`src/rtl/lr_pkg.sv`:
```
`timescale 1ns / 1ps

package lr_pkg;

    localparam int COORD_BITS_DEF = 11;
    localparam int QUEUE_DEPTH    = 4;

    localparam int CFG_W          = 10;
    localparam int APB_DATA_W     = 32;
    localparam int APB_ADDR_W     = 3;

    localparam logic [CFG_W-1:0] SCREEN_WIDTH_RST  = 10'd800;
    localparam logic [CFG_W-1:0] SCREEN_HEIGHT_RST = 10'd600;

    localparam logic FUNC_START = 1'b0;
    localparam logic FUNC_STEP  = 1'b1;

    typedef enum logic {
        REG_SCREEN_WIDTH  = 1'b0,
        REG_SCREEN_HEIGHT = 1'b1
    } reg_sel_t;

    typedef struct packed {
        logic line_active;
        logic out_free;
    } back_status_t;

endpackage

```
`src/rtl/line_rasterizer_core.sv`:
```
`timescale 1ns / 1ps
// Throughput: one item per cycle unless a step item waits for the output register;
// the stepper updates its error term and position per step, and the pixel is registered.
// A four-entry queue separates line setup from stepping, so either side may stall alone.
// Reset is synchronous and active low; it drops any active line and loads the screen
// size registers with 800 by 600.
module line_rasterizer_core #(
    parameter int COORD_BITS = lr_pkg::COORD_BITS_DEF,
    parameter int QDEPTH     = lr_pkg::QUEUE_DEPTH
) (
    input  logic                              aclk,
    input  logic                              aresetn,
    input  logic                              s_tvalid,
    output logic                              s_tready,
    // start_x, start_y, end_x, end_y, then zero padding.
    input  logic [((4*COORD_BITS+7)/8)*8-1:0] s_tdata,
    // func.
    input  logic                              s_tuser,
    output logic                              m_tvalid,
    input  logic                              m_tready,
    // pixel_x, pixel_y, then zero padding.
    output logic [((2*COORD_BITS+7)/8)*8-1:0] m_tdata,
    // on_screen.
    output logic                              m_tuser,
    output logic                              m_tlast,
    input  logic                              psel,
    input  logic                              penable,
    input  logic                              pwrite,
    input  logic [lr_pkg::APB_ADDR_W-1:0]     paddr,
    input  logic [lr_pkg::APB_DATA_W-1:0]     pwdata,
    output logic [lr_pkg::APB_DATA_W-1:0]     prdata,
    output logic                              pready
);

    localparam int IN_DATA_W  = ((4 * COORD_BITS + 7) / 8) * 8;
    localparam int OUT_DATA_W = ((2 * COORD_BITS + 7) / 8) * 8;
    localparam int ENTRY_W    = 5 * COORD_BITS + 5;

    logic [lr_pkg::CFG_W-1:0] width_reg, width_next;
    logic [lr_pkg::CFG_W-1:0] height_reg, height_next;
    logic                     cfg_write;
    lr_pkg::reg_sel_t         reg_sel;

    logic                     q_push, q_ready, q_valid, q_pop;
    logic [ENTRY_W-1:0]       q_wdata, q_rdata;
    lr_pkg::back_status_t     back_status;

    assign pready    = 1'b1;
    assign cfg_write = psel && penable && pwrite && pready;
    assign reg_sel   = lr_pkg::reg_sel_t'(paddr[2]);

    always_comb begin
        width_next  = width_reg;
        height_next = height_reg;
        if (cfg_write) begin
            unique case (reg_sel)
                lr_pkg::REG_SCREEN_WIDTH:  width_next  = pwdata[lr_pkg::CFG_W-1:0];
                lr_pkg::REG_SCREEN_HEIGHT: height_next = pwdata[lr_pkg::CFG_W-1:0];
                default: ;
            endcase
        end
    end

    always_comb begin
        unique case (reg_sel)
            lr_pkg::REG_SCREEN_WIDTH:  prdata = lr_pkg::APB_DATA_W'(width_reg);
            lr_pkg::REG_SCREEN_HEIGHT: prdata = lr_pkg::APB_DATA_W'(height_reg);
            default:                   prdata = '0;
        endcase
    end

    always_ff @(posedge aclk) begin
        if (!aresetn) begin
            width_reg  <= lr_pkg::SCREEN_WIDTH_RST;
            height_reg <= lr_pkg::SCREEN_HEIGHT_RST;
        end else begin
            width_reg  <= width_next;
            height_reg <= height_next;
        end
    end

    lr_front #(
        .COORD_BITS (COORD_BITS),
        .IN_DATA_W  (IN_DATA_W),
        .ENTRY_W    (ENTRY_W)
    ) u_front (
        .aclk     (aclk),
        .aresetn  (aresetn),
        .s_tvalid (s_tvalid),
        .s_tready (s_tready),
        .s_tdata  (s_tdata),
        .s_tuser  (s_tuser),
        .q_push   (q_push),
        .q_ready  (q_ready),
        .q_data   (q_wdata)
    );

    lr_queue #(
        .WIDTH (ENTRY_W),
        .DEPTH (QDEPTH)
    ) u_queue (
        .aclk       (aclk),
        .aresetn    (aresetn),
        .push       (q_push),
        .push_ready (q_ready),
        .push_data  (q_wdata),
        .pop_valid  (q_valid),
        .pop        (q_pop),
        .pop_data   (q_rdata)
    );

    lr_back #(
        .COORD_BITS (COORD_BITS),
        .OUT_DATA_W (OUT_DATA_W),
        .ENTRY_W    (ENTRY_W)
    ) u_back (
        .aclk          (aclk),
        .aresetn       (aresetn),
        .q_valid       (q_valid),
        .q_pop         (q_pop),
        .q_data        (q_rdata),
        .screen_width  (width_reg),
        .screen_height (height_reg),
        .m_tvalid      (m_tvalid),
        .m_tready      (m_tready),
        .m_tdata       (m_tdata),
        .m_tuser       (m_tuser),
        .m_tlast       (m_tlast),
        .status        (back_status)
    );

    a_width_write: assert property (@(posedge aclk) disable iff (!aresetn)
        (cfg_write && reg_sel == lr_pkg::REG_SCREEN_WIDTH)
        |=> width_reg == $past(pwdata[lr_pkg::CFG_W-1:0]))
        else $error("screen width register missed a write");

    a_height_write: assert property (@(posedge aclk) disable iff (!aresetn)
        (cfg_write && reg_sel == lr_pkg::REG_SCREEN_HEIGHT)
        |=> height_reg == $past(pwdata[lr_pkg::CFG_W-1:0]))
        else $error("screen height register missed a write");

    a_step_needs_room: assert property (@(posedge aclk) disable iff (!aresetn)
        (q_pop && back_status.line_active && q_rdata[ENTRY_W-1] == lr_pkg::FUNC_STEP)
        |-> back_status.out_free)
        else $error("step item taken while the output register was full");

endmodule

```
`src/rtl/lr_front.sv`:
```
`timescale 1ns / 1ps

module lr_front #(
    parameter int COORD_BITS = lr_pkg::COORD_BITS_DEF,
    parameter int IN_DATA_W  = ((4 * COORD_BITS + 7) / 8) * 8,
    parameter int ENTRY_W    = 5 * COORD_BITS + 5
) (
    input  logic                 aclk,
    input  logic                 aresetn,
    input  logic                 s_tvalid,
    output logic                 s_tready,
    input  logic [IN_DATA_W-1:0] s_tdata,
    input  logic                 s_tuser,
    output logic                 q_push,
    input  logic                 q_ready,
    output logic [ENTRY_W-1:0]   q_data
);

    localparam int C      = COORD_BITS;
    localparam int SPAN_W = C + 1;

    logic                 stage_valid_reg;
    logic                 stage_valid_next;
    logic                 stage_func_reg;
    logic [4*C-1:0]       stage_coords_reg;

    logic signed [C-1:0]      ax, ay, bx, by;
    logic signed [C:0]        diff_x, diff_y;
    logic [SPAN_W-1:0]        span_x, span_y;
    logic                     steep;
    logic signed [C-1:0]      a_maj, b_maj, a_min, b_min;
    logic                     order_swap;
    logic signed [C-1:0]      major_pos, major_end, minor_pos, minor_last;
    logic                     minor_down;
    logic [SPAN_W-1:0]        major_span, minor_span;

    assign s_tready = !stage_valid_reg || q_ready;
    assign q_push   = stage_valid_reg && q_ready;

    always_comb begin
        stage_valid_next = stage_valid_reg;
        if (s_tvalid && s_tready) begin
            stage_valid_next = 1'b1;
        end else if (q_push) begin
            stage_valid_next = 1'b0;
        end
    end

    always_ff @(posedge aclk) begin
        if (!aresetn) begin
            stage_valid_reg <= 1'b0;
        end else begin
            stage_valid_reg <= stage_valid_next;
        end
    end

    always_ff @(posedge aclk) begin
        if (s_tvalid && s_tready) begin
            stage_func_reg   <= s_tuser;
            stage_coords_reg <= s_tdata[4*C-1:0];
        end
    end

    // Line setup: pick the major axis and order the endpoints along it.
    always_comb begin
        ax = $signed(stage_coords_reg[C-1:0]);
        ay = $signed(stage_coords_reg[2*C-1:C]);
        bx = $signed(stage_coords_reg[3*C-1:2*C]);
        by = $signed(stage_coords_reg[4*C-1:3*C]);

        diff_x = $signed({ax[C-1], ax}) - $signed({bx[C-1], bx});
        diff_y = $signed({ay[C-1], ay}) - $signed({by[C-1], by});
        span_x = diff_x[C] ? SPAN_W'(-diff_x) : SPAN_W'(diff_x);
        span_y = diff_y[C] ? SPAN_W'(-diff_y) : SPAN_W'(diff_y);
        steep  = span_y > span_x;

        a_maj = steep ? ay : ax;
        b_maj = steep ? by : bx;
        a_min = steep ? ax : ay;
        b_min = steep ? bx : by;

        order_swap = a_maj > b_maj;
        major_pos  = order_swap ? b_maj : a_maj;
        major_end  = order_swap ? a_maj : b_maj;
        minor_pos  = order_swap ? b_min : a_min;
        minor_last = order_swap ? a_min : b_min;
        minor_down = !(minor_pos < minor_last);

        major_span = steep ? span_y : span_x;
        minor_span = steep ? span_x : span_y;
    end

    assign q_data = {stage_func_reg, steep, minor_down, major_pos, major_end, minor_pos,
                     major_span, minor_span};

endmodule

```
`src/rtl/lr_queue.sv`:
```
`timescale 1ns / 1ps

module lr_queue #(
    parameter int WIDTH = 5 * lr_pkg::COORD_BITS_DEF + 5,
    parameter int DEPTH = lr_pkg::QUEUE_DEPTH
) (
    input  logic             aclk,
    input  logic             aresetn,
    input  logic             push,
    output logic             push_ready,
    input  logic [WIDTH-1:0] push_data,
    output logic             pop_valid,
    input  logic             pop,
    output logic [WIDTH-1:0] pop_data
);

    localparam int PTR_W = (DEPTH > 1) ? $clog2(DEPTH) : 1;
    localparam int CNT_W = $clog2(DEPTH + 1);

    logic [WIDTH-1:0] mem_reg [DEPTH];
    logic [PTR_W-1:0] wr_ptr_reg, wr_ptr_next;
    logic [PTR_W-1:0] rd_ptr_reg, rd_ptr_next;
    logic [CNT_W-1:0] count_reg, count_next;
    logic             do_push, do_pop;

    assign push_ready = count_reg != CNT_W'(DEPTH);
    assign pop_valid  = count_reg != '0;
    assign pop_data   = mem_reg[rd_ptr_reg];
    assign do_push    = push && push_ready;
    assign do_pop     = pop && pop_valid;

    always_comb begin
        wr_ptr_next = wr_ptr_reg;
        rd_ptr_next = rd_ptr_reg;
        count_next  = count_reg;
        if (do_push) begin
            wr_ptr_next = (wr_ptr_reg == PTR_W'(DEPTH - 1)) ? '0 : wr_ptr_reg + 1'b1;
        end
        if (do_pop) begin
            rd_ptr_next = (rd_ptr_reg == PTR_W'(DEPTH - 1)) ? '0 : rd_ptr_reg + 1'b1;
        end
        if (do_push && !do_pop) begin
            count_next = count_reg + 1'b1;
        end else if (do_pop && !do_push) begin
            count_next = count_reg - 1'b1;
        end
    end

    always_ff @(posedge aclk) begin
        if (!aresetn) begin
            wr_ptr_reg <= '0;
            rd_ptr_reg <= '0;
            count_reg  <= '0;
        end else begin
            wr_ptr_reg <= wr_ptr_next;
            rd_ptr_reg <= rd_ptr_next;
            count_reg  <= count_next;
        end
    end

    always_ff @(posedge aclk) begin
        if (do_push) begin
            mem_reg[wr_ptr_reg] <= push_data;
        end
    end

endmodule

```
`src/rtl/lr_back.sv`:
```
`timescale 1ns / 1ps

module lr_back #(
    parameter int COORD_BITS = lr_pkg::COORD_BITS_DEF,
    parameter int OUT_DATA_W = ((2 * COORD_BITS + 7) / 8) * 8,
    parameter int ENTRY_W    = 5 * COORD_BITS + 5
) (
    input  logic                    aclk,
    input  logic                    aresetn,
    input  logic                    q_valid,
    output logic                    q_pop,
    input  logic [ENTRY_W-1:0]      q_data,
    input  logic [lr_pkg::CFG_W-1:0] screen_width,
    input  logic [lr_pkg::CFG_W-1:0] screen_height,
    output logic                    m_tvalid,
    input  logic                    m_tready,
    output logic [OUT_DATA_W-1:0]   m_tdata,
    output logic                    m_tuser,
    output logic                    m_tlast,
    output lr_pkg::back_status_t    status
);

    localparam int C      = COORD_BITS;
    localparam int SPAN_W = C + 1;
    localparam int ERR_W  = C + 3;
    localparam int CMP_W  = ((C > lr_pkg::CFG_W) ? C : lr_pkg::CFG_W) + 1;

    logic                     e_func, e_steep, e_down;
    logic signed [C-1:0]      e_major_pos, e_major_end, e_minor_pos;
    logic [SPAN_W-1:0]        e_major_span, e_minor_span;

    logic                     active_reg, active_next;
    logic                     steep_reg, steep_next;
    logic                     down_reg, down_next;
    logic signed [C-1:0]      major_pos_reg, major_pos_next;
    logic signed [C-1:0]      major_end_reg, major_end_next;
    logic signed [C-1:0]      minor_pos_reg, minor_pos_next;
    logic [SPAN_W-1:0]        major_span_reg, major_span_next;
    logic [SPAN_W-1:0]        minor_span_reg, minor_span_next;
    logic signed [ERR_W-1:0]  err_reg, err_next;

    logic                     out_valid_reg, out_valid_next;
    logic signed [C-1:0]      out_x_reg, out_y_reg;
    logic                     out_on_reg, out_last_reg;

    logic                     out_free, is_start, emit;
    logic signed [C-1:0]      px, py;
    logic                     on_screen, last_pixel, minor_move;
    logic signed [ERR_W-1:0]  two_minor, two_major, major_cmp, err_sum;

    assign {e_func, e_steep, e_down, e_major_pos, e_major_end, e_minor_pos,
            e_major_span, e_minor_span} = q_data;

    assign out_free = !out_valid_reg || m_tready;
    assign is_start = e_func == lr_pkg::FUNC_START;
    assign q_pop    = q_valid && (is_start || !active_reg || out_free);
    assign emit     = q_pop && !is_start && active_reg;

    always_comb begin
        px         = steep_reg ? minor_pos_reg : major_pos_reg;
        py         = steep_reg ? major_pos_reg : minor_pos_reg;
        on_screen  = !px[C-1] && !py[C-1] &&
                     (CMP_W'($unsigned(px)) < CMP_W'(screen_width)) &&
                     (CMP_W'($unsigned(py)) < CMP_W'(screen_height));
        last_pixel = major_pos_reg >= major_end_reg;
        two_minor  = $signed({1'b0, minor_span_reg, 1'b0});
        two_major  = $signed({1'b0, major_span_reg, 1'b0});
        major_cmp  = $signed({2'b00, major_span_reg});
        err_sum    = err_reg + two_minor;
        minor_move = err_sum >= major_cmp;
    end

    always_comb begin
        active_next     = active_reg;
        steep_next      = steep_reg;
        down_next       = down_reg;
        major_pos_next  = major_pos_reg;
        major_end_next  = major_end_reg;
        minor_pos_next  = minor_pos_reg;
        major_span_next = major_span_reg;
        minor_span_next = minor_span_reg;
        err_next        = err_reg;
        if (q_pop && is_start) begin
            active_next     = 1'b1;
            steep_next      = e_steep;
            down_next       = e_down;
            major_pos_next  = e_major_pos;
            major_end_next  = e_major_end;
            minor_pos_next  = e_minor_pos;
            major_span_next = e_major_span;
            minor_span_next = e_minor_span;
            err_next        = '0;
        end else if (emit) begin
            if (last_pixel) begin
                active_next = 1'b0;
            end else begin
                major_pos_next = major_pos_reg + 1'b1;
                err_next       = minor_move ? err_sum - two_major : err_sum;
                if (minor_move) begin
                    minor_pos_next = down_reg ? minor_pos_reg - 1'b1 : minor_pos_reg + 1'b1;
                end
            end
        end
    end

    always_comb begin
        out_valid_next = out_valid_reg;
        if (emit) begin
            out_valid_next = 1'b1;
        end else if (m_tready) begin
            out_valid_next = 1'b0;
        end
    end

    always_ff @(posedge aclk) begin
        if (!aresetn) begin
            active_reg     <= 1'b0;
            steep_reg      <= 1'b0;
            down_reg       <= 1'b0;
            major_pos_reg  <= '0;
            major_end_reg  <= '0;
            minor_pos_reg  <= '0;
            major_span_reg <= '0;
            minor_span_reg <= '0;
            err_reg        <= '0;
            out_valid_reg  <= 1'b0;
        end else begin
            active_reg     <= active_next;
            steep_reg      <= steep_next;
            down_reg       <= down_next;
            major_pos_reg  <= major_pos_next;
            major_end_reg  <= major_end_next;
            minor_pos_reg  <= minor_pos_next;
            major_span_reg <= major_span_next;
            minor_span_reg <= minor_span_next;
            err_reg        <= err_next;
            out_valid_reg  <= out_valid_next;
        end
    end

    always_ff @(posedge aclk) begin
        if (emit) begin
            out_x_reg    <= px;
            out_y_reg    <= py;
            out_on_reg   <= on_screen;
            out_last_reg <= last_pixel;
        end
    end

    assign m_tvalid           = out_valid_reg;
    assign m_tdata            = OUT_DATA_W'({out_y_reg, out_x_reg});
    assign m_tuser            = out_on_reg;
    assign m_tlast            = out_last_reg;
    assign status.line_active = active_reg;
    assign status.out_free    = out_free;

endmodule

```
`config.mk`:
```
export PLATFORM = sky130hd
export DESIGN_NAME = line_rasterizer_core
export DESIGN_NICKNAME = d
export VERILOG_FILES = /design/src/rtl/lr_pkg.sv /design/src/rtl/line_rasterizer_core.sv /design/src/rtl/lr_front.sv /design/src/rtl/lr_queue.sv /design/src/rtl/lr_back.sv
export SDC_FILE = /design/constraint.sdc
export NUM_CORES = 1
export LEC_CHECK = 0
export BUFFER_PORTS_ARGS = -buffer_cell sky130_fd_sc_hd__buf_2
export CORE_MARGIN = 10
export CORE_UTILIZATION = 64
export DETAILED_ROUTE_END_ITERATION = 6
export PLACE_DENSITY = 0.81
export SYNTH_ARGS = -nofsm -noshare
export SYNTH_HDL_FRONTEND = slang
export SYNTH_SLANG_ARGS = --single-unit
```
`constraint.sdc`:
```
create_clock -name aclk -period 26.3 [get_ports aclk]
set_clock_uncertainty 0.05 [all_clocks]
set_input_delay 1.315 -clock aclk [delete_from_list [all_inputs] [get_ports aclk]]
set_output_delay 1.315 -clock aclk [all_outputs]
set_load 0.005 [all_outputs]
```
==> Yosys cells after proc, flatten, opt, wreduce, memory -nomap -nowiden <==
Memory sizes are Yosys's and may differ from the RTL's. A register that Yosys moved wholly into a read port is not among the register bits.
Index checks and enable logic that the tools add are counted.
{ "classes": {"reduce_logical": 41, "n_addsub": 13, "bitwise": 4, "mux": 39, "eq_ne": 4, "order_cmp": 7} }
{ "ops": {"columns": ["operator", "n"], "rows": [
  ["11-bit 2-to-1 mux", 18],
  ["32-bit one-hot mux with 2 select lines", 1],
  ["12-bit 2-to-1 mux", 4],
  ["12-bit negation", 2],
  ["11-bit by 11-bit subtractor with 12-bit output", 2],
  ["11-bit by 1-bit adder with 11-bit output (second input constant)", 2],
  ["11-bit by 10-bit < comparator with 1-bit output", 2],
  ["1-bit logical AND", 15],
  ["14-bit adder", 1],
  ["14-bit by 13-bit greater-or-equal comparator with 1-bit output", 1],
  ["14-bit 2-to-1 mux", 1],
  ["14-bit subtractor", 1],
  ["12-bit > comparator", 1],
  ["2-bit nonzero test", 6],
  ["11-bit greater-or-equal comparator", 1],
  ["11-bit > comparator", 1],
  ["11-bit < comparator", 1],
  ["11-bit by 1-bit subtractor with 11-bit output (second input constant)", 1],
  ["2-bit AND reduction", 5],
  ["1-bit 2-to-1 mux", 9],
  ["1-bit zero test", 8],
  ["2-bit 2-to-1 mux", 4],
  ["3-bit 2-to-1 mux", 2],
  ["2-bit by 1-bit adder with 2-bit output (second input constant)", 2],
  ["10 further kinds", 17]
]} }
{ "word_totals": {"mem_count": 1, "register_bits": 172, "wordCells": 131, "input_bits": 91, "output_inout_bits": 61, "ram_bits": 240} }
{ "memory_table": {"columns": ["memory", "words", "width", "read_ports", "rd_ports_with_merged_regs", "write_ports", "line_no", "text"], "rows": [
  ["u_queue.mem_reg", 4, 60, 1, 1, 1, "lr_queue.sv:20", "logic [WIDTH-1:0] mem_reg [DEPTH];"]
]} }

==> Logic depth before layout (Yosys ltp) <==
{ "depth": {"depth_word": 9, "depth_mapped": 37, "depth_no_buf": 34} }

==> Modules after synthesis <==
Synthesis repeated with hierarchy kept, for this count alone.
{ "unflattened": {"cells_unflattened": 1785, "hier_area_um2": 21708.3} }
{ "by_module_without_submodules": {"columns": ["module", "seq_area_each_um2", "area_per_inst_um2", "n_inst", "cells_each"], "rows": [
  ["lr_queue", 7387.1, 9126.3, 1, 365],
  ["lr_back", 2202.1, 6530.0, 1, 764],
  ["lr_front", 1371.3, 4928.5, 1, 536],
  ["line_rasterizer_core", 400.4, 1123.6, 1, 120]
]} }

==> Worst setup path before layout <==
OpenSTA, ideal clock, no wires.
{ "synth_path": {"kind": "flip-flop to flip-flop", "startpoint": "register u_front.stage_coords_reg[0]", "endpoint": "memory u_queue.mem_reg[0][57] (netlist bit) (data pin)", "synth_period_minus_slack_ps": 8272, "path_stages_with_launch": 37, "required_ps": 25984, "t_arrival_ps": 7956, "n_path_buf": 3, "setup_time_ps": 266, "setup_slack_ps": 18028, "cell_sequence": "edfxtp_1 -> inv_1 -> ha_1 -> inv_1 -> fa_1 -> a21o_1 -> a21boi_1 -> o21bai_1 -> xor2_1 -> or4_4 -> o41ai_2 -> xor2_1 -> ha_1 -> a21o_1 -> a21o_1 -> a21oi_1 -> a21oi_1 -> clkbuf_1 -> buf_1 -> mux2i_1 -> inv_1 -> ha_1 -> nand4_1 -> nor3_1 -> a221oi_1 -> nor2_1 -> clkbuf_1 -> mux2i_1 -> ha_1 -> a21o_1 -> a21o_1 -> a21o_1 -> a21o_1 -> a21o_1 -> a21oi_1 -> nand2_1 -> mux2_2"} }
{ "synth_between": {"elab_chain_cells": 9, "elab_cells_between_ends": 13, "classes_between": "add/sub (2); order compare (3); mux (7); reduce/logical (1)"} }
{ "synth_lines": {"columns": ["element", "line_no", "text"], "rows": [
  ["from (decl)", "lr_front.sv:25", "logic [4*C-1:0] stage_coords_reg;"],
  ["from (signal assigned)", "lr_front.sv:60", "stage_coords_reg <= s_tdata[4*C-1:0];"],
  ["11-bit by 11-bit subtractor with 12-bit output", "lr_front.sv:71", "diff_x = $signed({ax[C-1], ax}) - $signed({bx[C-1], bx});"],
  ["12-bit negation", "lr_front.sv:73", "span_x = diff_x[C] ? SPAN_W'(-diff_x) : SPAN_W'(diff_x);"],
  ["12-bit 2-to-1 mux", "lr_front.sv:73", null],
  ["12-bit > comparator", "lr_front.sv:75", "steep = span_y > span_x;"],
  ["11-bit 2-to-1 mux, on equally long branches", "lr_front.sv:77, lr_front.sv:78", null],
  ["11-bit > comparator", "lr_front.sv:82", "order_swap = a_maj > b_maj;"],
  ["11-bit 2-to-1 mux *", "lr_front.sv:85", "minor_pos = order_swap ? b_min : a_min;"],
  ["net q_wdata[28]", "line_rasterizer_core.sv:45", "logic [ENTRY_W-1:0] q_wdata, q_rdata;"],
  ["11-bit < comparator *", "lr_front.sv:87", "minor_down = !(minor_pos < minor_last);"],
  ["1-bit zero test *", "lr_front.sv:87", null],
  ["net q_wdata[57]", "line_rasterizer_core.sv:45", null],
  ["to (decl)", "lr_queue.sv:20", null]
]} }
The timed path passes the listed nets; every way through them passes the cells marked *.

==> Worst setup path in the final report <==
{ "layout_path": {"startpoint": "register u_front.stage_coords_reg[11]", "endpoint": "memory u_queue.mem_reg[0][57] (netlist bit) (data pin)"} }
{ "layout_between": {"elab_chain_cells": 9, "elab_cells_between_ends": 13, "classes_between": "add/sub (2); order compare (3); mux (7); reduce/logical (1)"} }
{ "layout_lines": {"columns": ["element", "line_no", "text"], "rows": [
  ["11-bit by 11-bit subtractor with 12-bit output", "lr_front.sv:72", "diff_y = $signed({ay[C-1], ay}) - $signed({by[C-1], by});"],
  ["12-bit negation", "lr_front.sv:74", "span_y = diff_y[C] ? SPAN_W'(-diff_y) : SPAN_W'(diff_y);"],
  ["12-bit 2-to-1 mux", "lr_front.sv:74", null],
  ["12-bit > comparator", "lr_front.sv:75", null],
  ["11-bit 2-to-1 mux, on equally long branches", "lr_front.sv:77, lr_front.sv:78", null],
  ["11-bit > comparator", "lr_front.sv:82", null],
  ["11-bit 2-to-1 mux *", "lr_front.sv:85", null],
  ["net q_wdata[25]", "line_rasterizer_core.sv:45", null],
  ["11-bit < comparator *", "lr_front.sv:87", null],
  ["1-bit zero test *", "lr_front.sv:87", null],
  ["net q_wdata[57]", "line_rasterizer_core.sv:45", null]
]} }
Marks and branches as above.

==> impl_metrics.tcl <==
set metrics [dict create \
    clockRootBuffer "clkbuf_16" \
    grt_max_degree 79 \
    drtAntennaViolNets 0 \
    fmax_mhz 103 \
    ios 152 \
    setup_tns_ns 0 \
    grt_pass1_wl_um 73600 \
    path_class "reg -> reg" \
    setup_violations 0 \
    hold_depth 2 \
    syn_inst 1743 \
    ys.flop_type "edfxtp_1" \
    cts-hold-fix-buffers 0 \
    final.period_utilization_pct 36.8 \
    hold_viol 0 \
    arrival_ns 9.91 \
    yosysMostFrequentCell "edfxtp_1" \
    synth_top_cell_by_area "edfxtp_1" \
    drc 0 \
    yosysTopAreaCellShare_pct 43.5 \
    holdCritStartpoint "u_back.major_end_reg[4]" \
    antennaDiodeCount 0 \
    start_util_pct 65.2 \
    clock_latency_ns 0.55 \
    ctsResizeCount 0 \
    nets 2064 \
    antenna_found_initial 0 \
    fp.dieArea_mm2 0.0410 \
    ys_top_cells_by_area "edfxtp_1 43%, dfxtp_1 9.8%, ha_1 8.0%" \
    routed_wl_um 46300 \
    synth_common_cells "309 x edfxtp_1, 173 x nand2_1, 137 x ha_1" \
    drt-pass1-iter-count 5 \
    vias 13900 \
    design_area_mm2 0.0234 \
    cts_tree "built" \
    hp-class "reg -> reg" \
    synth.avg_cell_area_um2 12.2 \
    drtIter0Drc 1018 \
    grt_pass1_vias 13900 \
    r2r_cells 31 \
    syn_to_final_growth_pct 9.88 \
    cts_sinks 413 \
    htree_num_levels 2 \
    min_period_ns 9.69 \
    die_w_um 203 \
    clock_path_buffers 3 \
    die_y_um 203 \
    start_kind "flip-flop" \
    syn_area_mm2 0.0213 \
    relSlewSlack_pct 27.4 \
    ys_seq_area_share_pct 53.2 \
    slew_viol_final 0 \
    synth-edff-count 309 \
    yosys_warnings 0 \
    ff2ff_setup_slack_ns 16.61 \
    cts_setup_buffers 0 \
    cp_slowest_stage_delay_ns 0.84 \
    reg2reg_to "u_queue.mem_reg[0][57]" \
    worstReg2RegStart "u_front.stage_coords_reg[11]" \
    nFillCells 2241 \
    drive_gt1_share_pct 15.6 \
    grt_setup_unrepaired "false" \
    hold_slack_ns 0.406 \
    cp.required_ns 26.53 \
    crit_fanout 65 \
    placed_cell_area_mm2 0.0222 \
    p_per_area_mw_per_mm2 145 \
    final_core_util_pct 71.7 \
    worstMarginPinSlew_ns 1.09 \
    dp_cells 2229 \
    avgRoutedWirePerCell_um 20.1 \
    hpwl_um 31900 \
    design.core.area_mm2 0.0327 \
    grt_usage_pct 22.2 \
    ir_worst_vdd_mv 0.106 \
    cap_violations 0 \
    end_kind "flip-flop" \
    cts_made_buffers 41 \
    p_leak_nw 8.99 \
    numPortBuffers 98 \
    ys_ff_latch 413 \
    grt_overflow 0 \
    gp_congestion 0.901 \
    yosysUniqueCellTypes 74 \
    async_reset_ff_share_pct 0 \
    rows 66 \
    cts.clk_slew.worst_paths_ns 0.06 \
    stdcell_count 2302 \
    largest_register_ff_count 240 \
    crit_slowest_cell "buf_4" \
    run_status "finished, final reports clean" \
    viasPerCell 6.06 \
    worstHoldEndpoint "u_back.major_end_reg[4]" \
]
## layer usage
layer  routed length [um]  vias to the layer above  GRT usage, %  share of wire (%)
met5                    0                        -             0                  0
li1                     -                     6592             -                  -
met3                 2830                       83          3.68                6.1
met1                20000                     6815          29.8                 43
met4                 1140                        0          6.66                2.5
met2                22300                      455          36.5                 48
## stage by stage
step	worst slack, ns	power [mW]
6_report	16.61	3.41
5_1_grt	15.99	3.63
4_1_cts	16.68	3.40
3_5_place_dp	16.76	2.82
3_3_place_gp	16.99	2.75
2_1_floorplan	18.03	2.39
## power by group
part           internal (mW)  switching [mW]
registers              0.994          0.0855
clock network          0.326           0.239
logic                  0.722            1.04
total                   2.04            1.37
## worst max path at each step
stage,depth (start not counted),from,to,slack (ns)
3_3_place_gp,31,u_front.stage_coords_reg[11],u_queue.mem_reg[0][57],16.99
3_5_place_dp,34,u_front.stage_coords_reg[11],u_queue.mem_reg[0][57],16.76
4_1_cts,31,u_front.stage_coords_reg[11],u_queue.mem_reg[1][57],16.68
6_report,31,u_front.stage_coords_reg[11],u_queue.mem_reg[0][57],16.61
2_1_floorplan,36,u_front.stage_coords_reg[0],u_queue.mem_reg[0][57],18.03
5_1_grt,31,u_front.stage_coords_reg[11],u_queue.mem_reg[0][57],15.99
## critical path: cells and delay by family (launching register included)
kind                     cells  cell delay, ns
buffers and inverters        6            1.77
adder cells (fa/ha/maj)      5            1.53
multiplexers                 4            1.66
AO/OA/AOI/OAI                8            1.72
XOR/XNOR                     1            0.16
AND/OR/NAND/NOR              7            2.02
flip-flops                   1            0.41
## cells in the final DEF (no fill, tap or decap), types with 60 or more instances in the layout
cell      instances
nor2_1           75
mux2i_1         111
mux4_2           60
a21oi_1         114
buf_2            98
inv_1           120
nand2_1         173
dfxtp_1         102
o21ai_0          68
edfxtp_1        309
ha_1            137
## area by class of cell
cell class / count / area, um^2 / area share, %
well taps: 442 / 553 / 2.36
clock inverters: 23 / 216 / 0.923
clock buffers: 50 / 1060 / 4.52
repair buffers: 112 / 596 / 2.54
flip-flops and latches: 413 / 11400 / 48.5
inverters: 121 / 454 / 1.94
multi-input cells: 1141 / 9200 / 39.2
## cells by family after synthesis
kind of cell               Yosys count  share of synthesized area, %
muxes                              201                          13.1
DFF                                413                          53.2
AOI/OAI and AO/OA                  321                          9.66
and+or+nand+nor                    379                          8.10
buffers and inverters              212                          4.28
other                                2                        0.0352
xor gates and xnor gates            72                          2.96
adders and majority gates          143                          8.60
No activity file was read; power rests on OpenSTA's default activity.
